## src/design/iir_df2t_pkg.sv

```systemverilog
package iir_df2t_pkg;

  localparam int MAX_ORDER      = 6;
  localparam int SAMPLE_BITS    = 24;
  localparam int COEF_FRAC_BITS = 24;
  localparam int COEF_BITS      = 32;
  localparam int DELAY_BITS     = SAMPLE_BITS + COEF_FRAC_BITS;
  localparam int PROD_W         = SAMPLE_BITS + COEF_BITS;
  localparam int ACC_W          = PROD_W + 2;
  localparam int IDX_BITS       = 3;
  localparam int ORD_BITS       = 3;
  localparam int ACT_BITS       = 2;

  typedef enum logic [ACT_BITS-1:0] {
    ACT_SAMPLE = 2'd0,
    ACT_NUM    = 2'd1,
    ACT_DEN    = 2'd2,
    ACT_DELAY  = 2'd3
  } action_t;

  typedef enum logic [2:0] {
    ST_IDLE,
    ST_MUL_B,
    ST_ACC,
    ST_MUL_A,
    ST_UPDATE
  } state_t;

  typedef struct packed {
    logic wr_b;
    logic wr_a;
    logic wr_z;
    logic mul_b;
    logic mul_a;
    logic upd;
  } cell_ctrl_t;

  localparam logic signed [ACC_W-1:0] DELAY_MAX = ACC_W'((64'sd1 <<< (DELAY_BITS - 1)) - 1);
  localparam logic signed [ACC_W-1:0] DELAY_MIN = -DELAY_MAX - ACC_W'(1);
  localparam logic signed [ACC_W-1:0] SMP_MAX   = ACC_W'((64'sd1 <<< (SAMPLE_BITS - 1)) - 1);
  localparam logic signed [ACC_W-1:0] SMP_MIN   = -SMP_MAX - ACC_W'(1);
  localparam logic signed [ACC_W-1:0] ROUND_HALF = ACC_W'(64'sd1 <<< (COEF_FRAC_BITS - 1));

  function automatic logic [DELAY_BITS-1:0] clamp_delay(input logic signed [ACC_W-1:0] v);
    logic [DELAY_BITS-1:0] r;
    if (v > DELAY_MAX) begin
      r = DELAY_MAX[DELAY_BITS-1:0];
    end else if (v < DELAY_MIN) begin
      r = DELAY_MIN[DELAY_BITS-1:0];
    end else begin
      r = v[DELAY_BITS-1:0];
    end
    return r;
  endfunction

  function automatic logic [SAMPLE_BITS-1:0] clamp_sample(input logic signed [ACC_W-1:0] v);
    logic [SAMPLE_BITS-1:0] r;
    if (v > SMP_MAX) begin
      r = SMP_MAX[SAMPLE_BITS-1:0];
    end else if (v < SMP_MIN) begin
      r = SMP_MIN[SAMPLE_BITS-1:0];
    end else begin
      r = v[SAMPLE_BITS-1:0];
    end
    return r;
  endfunction

endpackage

```

## src/design/iir_df2t_head.sv

```systemverilog
module iir_df2t_head
  import iir_df2t_pkg::*;
(
  input  logic                          clk,
  input  logic                          rst,
  input  logic                          wr_b0,
  input  logic                          mul_en,
  input  logic                          acc_en,
  input  logic signed [COEF_BITS-1:0]   coef,
  input  logic signed [SAMPLE_BITS-1:0] x,
  input  logic signed [DELAY_BITS-1:0]  z0,
  output logic signed [SAMPLE_BITS-1:0] y,
  output logic                          y_clip
);

  logic signed [COEF_BITS-1:0] b0;
  logic signed [PROD_W-1:0]    p0;
  logic signed [ACC_W-1:0]     acc;
  logic signed [ACC_W-1:0]     acc_sh;

  assign acc    = ACC_W'(z0) + ACC_W'(p0) + ROUND_HALF;
  assign acc_sh = acc >>> COEF_FRAC_BITS;

  always_ff @(posedge clk) begin
    if (rst) begin
      b0 <= '0;
    end else if (wr_b0) begin
      b0 <= coef;
    end
  end

  always_ff @(posedge clk) begin
    if (mul_en) begin
      p0 <= PROD_W'(b0) * PROD_W'(x);
    end
    if (acc_en) begin
      y      <= clamp_sample(acc_sh);
      y_clip <= (acc_sh > SMP_MAX) || (acc_sh < SMP_MIN);
    end
  end

endmodule

```

## config.mk

```make
export PLATFORM = sky130hd
export DESIGN_NAME = iir_df2t_head
export DESIGN_NICKNAME = d
export VERILOG_FILES = /design/src/design/iir_df2t_pkg.sv /design/src/design/iir_df2t_head.sv
export SDC_FILE = /design/constraint.sdc
export NUM_CORES = 2
export LEC_CHECK = 0
export BUFFER_PORTS_ARGS = -buffer_cell sky130_fd_sc_hd__buf_2
export CAP_MARGIN = 20
export CORE_UTILIZATION = 38
export CTS_BUF_LIST = sky130_fd_sc_hd__clkbuf_8 sky130_fd_sc_hd__clkbuf_16
export CTS_CLUSTER_DIAMETER = 60
export DETAILED_ROUTE_END_ITERATION = 16
export PLACE_DENSITY_LB_ADDON = 0.08
export SYNTH_ARGS = -nofsm -noshare
export SYNTH_HDL_FRONTEND = slang
export SYNTH_SLANG_ARGS = --single-unit
```

## constraint.sdc

```tcl
create_clock -name clk -period 16.2 [get_ports clk]
set_input_delay 1.62 -clock clk [delete_from_list [all_inputs] [get_ports clk]]
set_output_delay 1.62 -clock clk [all_outputs]
set_load 0.01 [all_outputs]
```

Yosys cells after proc, flatten, opt, wreduce, memory -nomap -nowiden
Cells that the tools add are included.
{"block": "word_totals", "word_cells": 11, "input_bits": 109, "reg_bits": 113}
{"block": "classes", "addsub": 2, "n_mux": 1, "n_lt_le_gt_ge": 2, "n_mul": 1, "n_reduce_logical": 1}
{"cell": "$add 57x25->58 const B", "n": 1}
{"cell": "$add 48x56->57", "n": 1}
{"cell": "$mul 32x24->56", "n": 1}
{"cell": "$gt 34x24->1 const B", "n": 1}
{"cell": "$lt 34x24->1 const B", "n": 1}
{"cell": "$mux 24", "n": 1}
{"cell": "$logic_or 1x1->1", "n": 1}

Longest topological paths before layout
{"block": "logic_depth", "ltp_word": 4, "ltp_mapped": 29, "mapped_depth_nobuf": 27}

Least setup slack after synthesis
OpenSTA, ideal clock, no wires.
{"block": "synth_path", "path_kind": "input to register", "start": "input port x[0]", "end": "register p0[53], data pin", "arrival_time_ns": 7.899, "setup_time_ns": 0.271, "t_required_ns": 15.929, "path_stages": 26, "setup_slack_ns": 8.029, "cell_sequence": "clkbuf_1 and2_1 fa_1 inv_1 fa_1 fa_1 fa_1 inv_1 fa_1 fa_1 inv_1 fa_1 inv_1 ha_1 clkbuf_1 nand3_1 nor2_1 o2111ai_1 a221oi_1 o31ai_1 a311oi_1 o21ai_0 a21oi_1 a21oi_1 mux2i_1 o2111ai_1"}
{"block": "synth_between", "elab_chain_len": 1}
{"element": "from (decl)", "line_no": "iir_df2t_head.sv:10", "rtl": "input logic signed [SAMPLE_BITS-1:0] x,"}
{"element": "$mul 32x24->56", "line_no": "iir_df2t_head.sv:34", "rtl": "p0 <= PROD_W'(b0) * PROD_W'(x);"}
{"element": "to (signal assigned)", "line_no": "iir_df2t_head.sv:34"}
{"element": "to (decl)", "line_no": "iir_df2t_head.sv:17", "rtl": "logic signed [PROD_W-1:0] p0;"}
No other way between the ends.
A chain may end at the register's enable or synchronous reset.

Worst setup path in the final report
{"block": "layout_path", "start": "input port x[15]", "end": "register p0[53], data pin"}
The elaborated chain is that of the path after synthesis.

==> run metrics <==
status finished clean; vias in the first global route 26300; Die Wd 303 um; Synth async-reset ratio 0; clock sink total around 110; htree depth 4; first-pass GRT wire length 158000 um; worst-path fanout max 32; Seq/Total Area, Yosys 0.0894; worst-case clock buffer depth 2; Final Net Count just under 5000; Design Area, Final 36700 sq um; pwr dens 221 nW/um^2; post-synth cell types between 80 and 90; final setup fails 0; fmax 110 MHz; endpoints failing hold 0; synthesized flop and latch total approximately 110; synth cell count leaders inv_1 (831), fa_1 (783), nand2_1 (440); Slew Viols, Final 0; minimum clock period approximately 9000 ps; Resize count post-CTS 0; via count 24200; core footprint 89100 sq um; initial antenna violation count 5; number of DRC markers in iteration 0 1395; Syn-to-layout area delta 6.63%; Worst EP required 16410 ps; worst-skew pair later-pin latency 500 ps; WL/cell 20.6 um; Net Count, Synth 4813; arrival time worst endpoint a little over 9000 ps; Initial Utilization 0.386; CTS buffer count 17; Setup Buffers After CTS 0; CP bufs+invs 6; Post-DRT Antenna Nets 0; final worst-path cycle share 0.562; cell repeated most along the worst path fa_1; crit path launch type primary input; layout cell share with drive strength beyond 1 0.0640; Area contributors post-synth fa_1 (46%), ha_1 (9.5%), inv_1 (9.1%); largest net degree at the start of global routing 57; Slowest-stage cell, CP buf_2; post-synth top area share 0.456; Top-Level Pins about 130; type of the worst min-delay path reg2reg; cell area after synthesis 34400 sq um; Pre-Repair DR Iteration Count 5; drt drc 0; Root Driver clkbuf_16; clk slew on worst S/H paths 60 ps; IO buf count 133; Post-Place Cell Area 36100 sq um; max_cap viols 0; Synth Instances 3661; Die Y-Extent 303 um; DP HPWL 77400 um; Setup TNS 0 ps; Remaining Overflow, GRT 0; Routability Congestion 0.830; Max IR drop VDD ~0.00023 V; leakage 18.2 nW; Layout Skew 29.6 ps; family with the most delay on the worst path adder cells; Synth area leader fa_1; Tot GR Track Use 0.231; Max stage delay on crit path 690 ps; Filler Cell Count 8948; Mapped Avg Cell Area 9.39 sq um; die area 91700 sq um; Avg Vias per Cell ~5.0; Worst-Margin Slew 1010 ps; Cell Rows 109; max_slew headroom 0.329; crit path kind in2reg; RSZ-0062 raised after global routing no; CTS tree built; most frequent cell after synthesis inv_1; Hold Buf Count CTS 0; EDFF count, synth just over 80; Worst setup EP type register; drt total wl 100000 um; Synth Flop Type edfxtp_1; Synth Warn # 0
## cells by family (layout without fill, tap and decap cells)
group           count (synthesis)  in the layout  synth area share
buf+inv                       989           1029             0.109
xor+xnor                       91             91            0.0232
other cells                     0              4                 0
compound gates                338            338            0.0653
simple gates                 1052           1052             0.152
fa+ha+maj                    1043           1043             0.551
flops                         113            113            0.0894
mux                            35             35            0.0102
## metal layers
| layer | up-vias | wire, um | track usage |
|---|---|---|---|
| met3 | 89 | 7840 | 0.0607 |
| met1 | 12300 | 49900 | 0.345 |
| met5 | - | 23 | 0 |
| met2 | 666 | 41200 | 0.338 |
| li1 | 11100 | - | - |
| met4 | 4 | 1280 | 0.0412 |
## cell type report
type	instances	area (sq um)	share of cell area
inverter	831	3120	0.0851
sequential	113	3080	0.0839
multi-input combinational	2559	27500	0.751
clock buffer	17	425	0.0116
tap	1165	1460	0.0398
timing repair buffer	166	913	0.0249
antenna	4	10.0	0.000273
clock inverter	15	109	0.00297
## flip-flops by register name, summed over array words and instances, names as in the netlist
register	count
p0	56
b0	32
y	24
y_clip	1
## worst reg2reg max path, delay by kind of cell, from the launching register on
kind                     cells  cell delay (ps)
flip-flops                   1              820
multiplexers                 1              230
AO/OA/AOI/OAI                9             2400
AND/OR/NAND/NOR              1              190
buffers and inverters        3              170
adder cells (fa/ha/maj)      8             4060
## path summary, 6_finish.rpt
check	start	endpoint	slack, ps	cells past startpoint
worst max-delay path	x[15]	p0[53]$_DFFE_PP_	7090	25
worst min-delay path	b0[27]$_SDFFE_PP0P_	b0[27]$_SDFFE_PP0P_	490	2
worst max register to register	b0[21]$_SDFFE_PP0P_	p0[53]$_DFFE_PP_	8090	22
worst min register to register	b0[27]$_SDFFE_PP0P_	b0[27]$_SDFFE_PP0P_	490	2
## power by group
group	internal [W]	switching (W)
logic	0.00287	0.00410
registers	0.000713	0.0000434
clock network	0.000195	0.000174
total	0.00378	0.00431
## placed cells by master, fill, tap and decap left out, types with 5 or more instances in the layout
| cell type | n |
|---|---|
| edfxtp_1 | 81 |
| buf_4 | 33 |
| nor4_1 | 8 |
| buf_2 | 133 |
| o21bai_1 | 13 |
| xnor2_1 | 56 |
| nor3_1 | 22 |
| nand2_1 | 440 |
| dfxtp_1 | 29 |
| ha_1 | 260 |
| nand4_1 | 16 |
| inv_1 | 832 |
| nor2b_1 | 12 |
| a21oi_2 | 5 |
| o21a_1 | 12 |
| a21oi_1 | 106 |
| o21ai_0 | 60 |
| and2_1 | 367 |
| o31ai_1 | 6 |
| nand2b_1 | 17 |
| and3_1 | 9 |
| a21o_1 | 58 |
| mux2i_1 | 35 |
| nand3_1 | 20 |
| xor2_1 | 35 |
| fa_1 | 783 |
| nor2_1 | 109 |
| clkinvlp_4 | 7 |
| a211oi_1 | 11 |
| o2111ai_1 | 6 |
| clkbuf_16 | 17 |
| a31oi_1 | 8 |
## through the flow
stage | hold WS, ps | power, W | setup slack (ps) | utilization | std cells
after floorplan | 526 | 0.00589 | 8030 | - | 3661
after global placement | 473 | 0.00774 | 6560 | 0.405 | 4834
after detailed placement | 483 | 0.00771 | 6490 | 0.405 | 4834
after CTS | 498 | 0.00814 | 7010 | 0.411 | 4866
after global routing | 523 | 0.00909 | 6630 | 0.411 | 4866
final | 491 | 0.00809 | 7090 | 0.412 | 4870
Note: power is estimated with default switching activity, not from simulation.
