[src/design/iir_df2t_pkg.sv]
package iir_df2t_pkg;

  localparam int MAX_ORDER      = 6;
  localparam int SAMPLE_BITS    = 24;
  localparam int COEF_FRAC_BITS = 24;
  localparam int COEF_BITS      = 32;
  localparam int DELAY_BITS     = SAMPLE_BITS + COEF_FRAC_BITS;
  localparam int PROD_W         = SAMPLE_BITS + COEF_BITS;
  localparam int ACC_W          = PROD_W + 2;
  localparam int IDX_BITS       = 3;
  localparam int ORD_BITS       = 3;
  localparam int ACT_BITS       = 2;

  typedef enum logic [ACT_BITS-1:0] {
    ACT_SAMPLE = 2'd0,
    ACT_NUM    = 2'd1,
    ACT_DEN    = 2'd2,
    ACT_DELAY  = 2'd3
  } action_t;

  typedef enum logic [2:0] {
    ST_IDLE,
    ST_MUL_B,
    ST_ACC,
    ST_MUL_A,
    ST_UPDATE
  } state_t;

  typedef struct packed {
    logic wr_b;
    logic wr_a;
    logic wr_z;
    logic mul_b;
    logic mul_a;
    logic upd;
  } cell_ctrl_t;

  localparam logic signed [ACC_W-1:0] DELAY_MAX = ACC_W'((64'sd1 <<< (DELAY_BITS - 1)) - 1);
  localparam logic signed [ACC_W-1:0] DELAY_MIN = -DELAY_MAX - ACC_W'(1);
  localparam logic signed [ACC_W-1:0] SMP_MAX   = ACC_W'((64'sd1 <<< (SAMPLE_BITS - 1)) - 1);
  localparam logic signed [ACC_W-1:0] SMP_MIN   = -SMP_MAX - ACC_W'(1);
  localparam logic signed [ACC_W-1:0] ROUND_HALF = ACC_W'(64'sd1 <<< (COEF_FRAC_BITS - 1));

  function automatic logic [DELAY_BITS-1:0] clamp_delay(input logic signed [ACC_W-1:0] v);
    logic [DELAY_BITS-1:0] r;
    if (v > DELAY_MAX) begin
      r = DELAY_MAX[DELAY_BITS-1:0];
    end else if (v < DELAY_MIN) begin
      r = DELAY_MIN[DELAY_BITS-1:0];
    end else begin
      r = v[DELAY_BITS-1:0];
    end
    return r;
  endfunction

  function automatic logic [SAMPLE_BITS-1:0] clamp_sample(input logic signed [ACC_W-1:0] v);
    logic [SAMPLE_BITS-1:0] r;
    if (v > SMP_MAX) begin
      r = SMP_MAX[SAMPLE_BITS-1:0];
    end else if (v < SMP_MIN) begin
      r = SMP_MIN[SAMPLE_BITS-1:0];
    end else begin
      r = v[SAMPLE_BITS-1:0];
    end
    return r;
  endfunction

endpackage

[src/design/iir_df2t_cell.sv]
module iir_df2t_cell
  import iir_df2t_pkg::*;
(
  input  logic                          clk,
  input  logic                          rst,
  input  cell_ctrl_t                    ctrl,
  input  logic signed [COEF_BITS-1:0]   coef,
  input  logic signed [DELAY_BITS-1:0]  delay_word,
  input  logic signed [SAMPLE_BITS-1:0] x,
  input  logic signed [SAMPLE_BITS-1:0] y,
  input  logic signed [DELAY_BITS-1:0]  z_in,
  output logic signed [DELAY_BITS-1:0]  z_out,
  output logic                          clip
);

  logic signed [COEF_BITS-1:0]  b;
  logic signed [COEF_BITS-1:0]  a;
  logic signed [DELAY_BITS-1:0] z;
  logic signed [PROD_W-1:0]     pb;
  logic signed [PROD_W-1:0]     pa;
  logic signed [ACC_W-1:0]      t;

  assign t     = ACC_W'(z_in) + ACC_W'(pb) - ACC_W'(pa);
  assign clip  = (t > DELAY_MAX) || (t < DELAY_MIN);
  assign z_out = z;

  always_ff @(posedge clk) begin
    if (rst) begin
      b <= '0;
      a <= '0;
      z <= '0;
    end else begin
      if (ctrl.wr_b) begin
        b <= coef;
      end
      if (ctrl.wr_a) begin
        a <= coef;
      end
      if (ctrl.wr_z) begin
        z <= delay_word;
      end else if (ctrl.upd) begin
        z <= clamp_delay(t);
      end
    end
  end

  always_ff @(posedge clk) begin
    if (ctrl.mul_b) begin
      pb <= PROD_W'(b) * PROD_W'(x);
    end
    if (ctrl.mul_a) begin
      pa <= PROD_W'(a) * PROD_W'(y);
    end
  end

endmodule

[config.mk]
export PLATFORM = sky130hd
export DESIGN_NAME = iir_df2t_cell
export DESIGN_NICKNAME = d
export VERILOG_FILES = /design/src/design/iir_df2t_pkg.sv /design/src/design/iir_df2t_cell.sv
export SDC_FILE = /design/constraint.sdc
export NUM_CORES = 2
export LEC_CHECK = 0
export BUFFER_PORTS_ARGS = -buffer_cell sky130_fd_sc_hd__buf_2
export CORE_AREA = 2 2 372 374
export DETAILED_ROUTE_END_ITERATION = 7
export DIE_AREA = 0 0 374 376
export MAX_ROUTING_LAYER = met4
export PLACE_DENSITY = 0.77
export SLEW_MARGIN = 20
export SYNTH_ARGS = -nofsm -noshare
export SYNTH_HDL_FRONTEND = slang
export SYNTH_SLANG_ARGS = --single-unit
[constraint.sdc]
create_clock -name clk -period 8.87 [get_ports clk]
set_input_delay 2.2175 -clock clk [delete_from_list [all_inputs] [get_ports clk]]
set_output_delay 2.2175 -clock clk [all_outputs]
set_load 0.02 [all_outputs]
Yosys cells after proc, flatten, opt, wreduce, memory -nomap -nowiden
Cells that the tools add are included.

Flip-flop bits (word level): 224. Bits of input ports: 184. Output and inout bits: 49. Word-level logic and storage cells: 17.

$add $sub $neg: 2. Multiply operators: 2. $lt $le $gt $ge: 2. Muxes and demuxes: 4. Reductions and logical operators: 2.

Operators with widths (number): $mux W48 (4); $mul A32 B24 Y56 (2); $gt A58 B48 Y1 const B (1); $lt A58 B48 Y1 const B (1); $sub A57 B56 Y58 (1); $add A48 B56 Y57 (1); $reduce_bool A2 Y1 (1); $logic_or A1 B1 Y1 (1).

Longest topological paths before layout
Depth after elaboration: 7. Mapped depth: 28. Gate-level depth less buffers: 27.

Least setup slack after synthesis
No wires, ideal clock.

Path type: input port to flip-flop. Start: in x[9]. End: reg pb[53], data pin. Setup time: 0.259 ns. Data arrival time: 8.797 ns. Data required time: 8.611 ns. Path slack: -0.186 ns. Cell stages on the path: 26. Buffers on the path: 1. Path through: clkbuf_1 > nand2_1 > fa_1 > fa_1 > inv_1 > fa_1 > inv_1 > fa_1 > inv_1 > fa_1 > fa_1 > inv_1 > fa_1 > inv_1 > ha_1 > a21o_1 > a21o_1 > a21o_1 > a31oi_1 > o21ai_0 > or4_1 > o211ai_1 > a21oi_1 > o21ai_0 > nor3_1 > a211o_1.

Cells in the longest elaborated chain, start to end: 1.

RTL lines: from (decl) (line iir_df2t_cell.sv:9) `input logic signed [SAMPLE_BITS-1:0] x,`; $mul A32 B24 Y56 (line iir_df2t_cell.sv:49) `pb <= PROD_W'(b) * PROD_W'(x);`; to (signal assigned) (line iir_df2t_cell.sv:49); to (decl) (line iir_df2t_cell.sv:19) `logic signed [PROD_W-1:0] pb;`.

Every way passes these cells. A chain may end at the register's enable or synchronous reset.

Final worst setup path
Start: in y[8]. End: reg pa[51], data pin.

Cells in the longest elaborated chain, start to end: 1.

RTL lines: from (decl) (line iir_df2t_cell.sv:10) `input logic signed [SAMPLE_BITS-1:0] y,`; $mul A32 B24 Y56 (line iir_df2t_cell.sv:52) `pa <= PROD_W'(a) * PROD_W'(y);`; to (signal assigned) (line iir_df2t_cell.sv:52); to (decl) (line iir_df2t_cell.sv:20) `logic signed [PROD_W-1:0] pa;`.

Every way passes these cells.

==> impl_metrics.sql <==
INSERT INTO impl_metrics (metric_group, metric, value, unit) VALUES
('yosys', 'post_synth_most_frequent_cells', '1754 x inv_1, 1622 x fa_1, 863 x nand2_1, 733 x and2_1, 358 x ha_1', ''),
('critical_path', 'critical_path.startpoint_type', 'input port', ''),
('worst_hold_path', 'hp-start', 'b[18]', ''),
('worst_hold_path', 'timing.hold.worst.class', 'register to register', ''),
('placement', 'dpl_worst_slack', '-0.833', 'ns'),
('placement', 'io_buffers', '232', ''),
('sta', 'timing.final.crit_share', '98.1', '%'),
('yosys', 'post_synth_inst_count', '7342', ''),
('drt', 'initialDrtViolationCount', '3773', ''),
('clock_network', 'root_buffer', 'clkbuf_16', ''),
('critical_path', 'worst_reg_to_reg_path_cell_count', '27', ''),
('outcome', 'run_status', 'finished clean', ''),
('sta', 'setup_repair_after_global_routing_missed_its_margin', 'yes', ''),
('global_route', 'grt_start_max_net_pins', '70', ''),
('final_layout', 'stdcell_area', '74800', 'um^2'),
('clock_network', 'tritoncts.num_buffers', '24', ''),
('yosys', 'postSynthAreaPerCell', '9.22', 'um^2'),
('global_route', 'grtUsageTotal', '29.5', '%'),
('critical_path', 'crit_path_max_fanout', '12', ''),
('yosys', 'post_synth_instance_area', '67700', 'um^2'),
('final_layout', 'layout-area-overhead-vs-synth', '10.5', '%'),
('final_layout', 'nFillCells', '11920', ''),
('yosys', 'synth.most_common_cell', 'inv_1', ''),
('critical_path', 'timing.critical_path.arrival', '9.02', 'ns'),
('drt', 'postRouteWirelength', '196', 'mm'),
('sta', 'max_slew_violation_count', '0', ''),
('floorplanning', 'std_cell_rows', '136', ''),
('sta', 'final_critical_path_setup_slack', '0.165', 'ns'),
('floorplanning', 'start_util', '49.6', '%'),
('clock_network', 'tritoncts_clock_tree', 'yes', ''),
('yosys', 'syn_nets', '9506', ''),
('critical_path', 'setup.worst_path.class', 'input port to register', ''),
('floorplanning', 'floorplan.die.width', '374', 'um'),
('critical_path', 'timing.rr.end', 'pb[53]', ''),
('floorplanning', 'coreArea', '137000', 'um^2'),
('yosys', 'count_of_flip_flops_with_a_built_in_enable_after_synthesis', '112', ''),
('floorplanning', 'chipHeight', '376', 'um'),
('sta', 'timing.max_slew.rel_slack', '23.4', '%'),
('placement', 'postPlaceCellArea', '73600', 'um^2'),
('critical_path', 'critical_path.reg2reg.startpoint', 'b[7]', ''),
('job', 'maxCapViolCount', '0', ''),
('final_layout', 'finalNetCount', '9901', ''),
('sta', 'timing.final.crit_period', '8.70', 'ns'),
('yosys', 'synth.ff_latch_count', '224', ''),
('drt', 'drt-vias-per-instance', '5.43', ''),
('global_route', 'first_global_vias', '57293', ''),
('yosys', 'biggest_area_consumer_among_synthesized_cells', 'fa_1', ''),
('drt', 'routed_wire_length_per_instance', '20.5', 'um'),
('global_route', 'global_route_wire_length_before_repair', '312', 'mm'),
('clock_network', 'htree_num_levels', '1', ''),
('global_route', 'total_global_routing_overflow', '0', ''),
('placement', 'count_of_placed_standard_cells_including_taps', '9501', ''),
('placement', 'finalWeightedCongestion', '0.981', ''),
('global_route', 'antenna_violations_before_repair', '26', ''),
('placement', 'place_hpwl', '168', 'mm'),
('sta', 'worstMarginPinSlew', '1.15', 'ns'),
('clock_network', 'clk-insertion-delay-late', '0.60', 'ns'),
('worst_hold_path', 'worst_hold_path.num_cells', '2', ''),
('clock_network', 'reg_clk_slew_reported_paths', '0.07', 'ns'),
('clock_network', 'cts_max_path_buffers', '3', ''),
('sta', 'fmax_achieved', '115', 'MHz'),
('yosys', 'synthDistinctLibCells', '85', ''),
('floorplanning', 'io_pins', '233', ''),
('yosys', 'area_share_of_the_largest_cell_type_after_synthesis', '48.0', '%'),
('final_layout', 'multi_input_comb_area', '54300', 'um^2'),
('drt', 'num_vias', '51991', ''),
('drt', 'detail_route.drc_violations', '0', ''),
('floorplanning', 'design.die.area', '141000', 'um^2'),
('final_layout', 'post_route_cells_drive_above_1_share', '11.7', '%'),
('critical_path', 'worstSetupEndpointType', 'register', ''),
('final_layout', 'seq_area', '5610', 'um^2');
[per-stage QoR]
stage               util, %  TNS, ns  hold slack [ns]
floorplan                 -        0            0.531
global placement       53.9   -14.54            0.479
detailed placement     53.9   -18.42            0.489
CTS                    54.5        0            0.505
global route           54.7  -0.0212            0.550
finish                 54.8        0            0.504
[repair_timing]
action	CTS	global route
setup endpoints to repair	12	27
setup buffers	0	4
gates cloned	0	0
pin swaps	1	42
resized for setup	7	72
[placed cells by master (no fill, tap or decap), drive strengths merged, types with 36 or more instances in the layout]
| master | synthesis | final |
|---|---|---|
| a21o | 86 | 86 |
| buf | 42 | 725 |
| nor2 | 295 | 295 |
| edfxtp | 112 | 112 |
| and2 | 733 | 733 |
| xnor2 | 118 | 118 |
| nand3 | 36 | 36 |
| xor2 | 50 | 50 |
| a21oi | 230 | 230 |
| fa | 1622 | 1622 |
| o21ai | 111 | 111 |
| ha | 358 | 358 |
| a22oi | 45 | 45 |
| clkbuf | 320 | 37 |
| nand2 | 863 | 863 |
| dfxtp | 112 | 112 |
| nand4 | 39 | 39 |
| mux2i | 66 | 66 |
| inv | 1754 | 1758 |
| a211oi | 56 | 56 |
[how the worst max path moves through the flow]
stage | endpoint | start | slack (ns) | depth (start not counted)
final | pa[51] | y[8] | 0.17 | 28
after global routing | pa[50] | y[0] | -0.02 | 27
after CTS | pa[52] | y[0] | 0.001 | 27
after detailed placement | pa[52] | y[7] | -0.83 | 28
after global placement | pa[52] | y[7] | -0.72 | 27
after floorplan | pb[53] | x[9] | 0.002 | 26
[worst max-delay path, cell delays in order]
cell and delay [ns]:
buf_4 0.16, buf_12 0.14, buf_4 0.17, and2_1 0.18
fa_1 0.49, fa_1 0.52, inv_1 0.07, fa_1 0.51
fa_1 0.52, inv_1 0.05, fa_1 0.49, fa_1 0.49
inv_1 0.05, fa_1 0.50, inv_1 0.05, ha_1 0.29
buf_4 0.13, nand4_1 0.14, nor2_2 0.15, a211oi_2 0.07
o31a_1 0.20, or4_4 0.52, o21ai_4 0.20, a31o_4 0.20
o21ba_2 0.17, o21ai_4 0.07, buf_4 0.15, xnor2_1 0.11
[metal layers]
metal / part of all wire [%] / vias to the layer above / GRT usage, % / wire [um]
li1: - / 22559 / - / -
met1: 39 / 26827 / 37.3 / 77100
met2: 48 / 2092 / 47.7 / 94000
met3: 7.4 / 513 / 4.26 / 14600
met4: 5.3 / 0 / 12.5 / 10400
met5: 0 / - / - / 0
[cell type report]
class | count | area share [%]
antenna | 24 | 0.0803
timing repair buffer | 731 | 6.93
tap | 1794 | 3.00
multi-input combinational | 5000 | 72.6
clock inverter | 13 | 0.179
sequential | 224 | 7.49
clock buffer | 31 | 0.935
inverter | 1756 | 8.81
[cell families after synthesis]
logic type,count (synthesis),synth area share [%]
mux,66,0.976
flops,224,8.28
xor+xnor,168,2.17
compound gates,685,6.91
simple gates,2101,15.2
buf+inv,2118,11.9
fa+ha+maj,1980,54.6
[sequential cells by signal, summed over array words and instances (netlist names)]
signal  cells
a          32
b          32
pa         56
pb         56
z_out      48
Power is not shown: default switching activity piles up to over one toggle a cycle in this logic, so the estimate is an artifact.
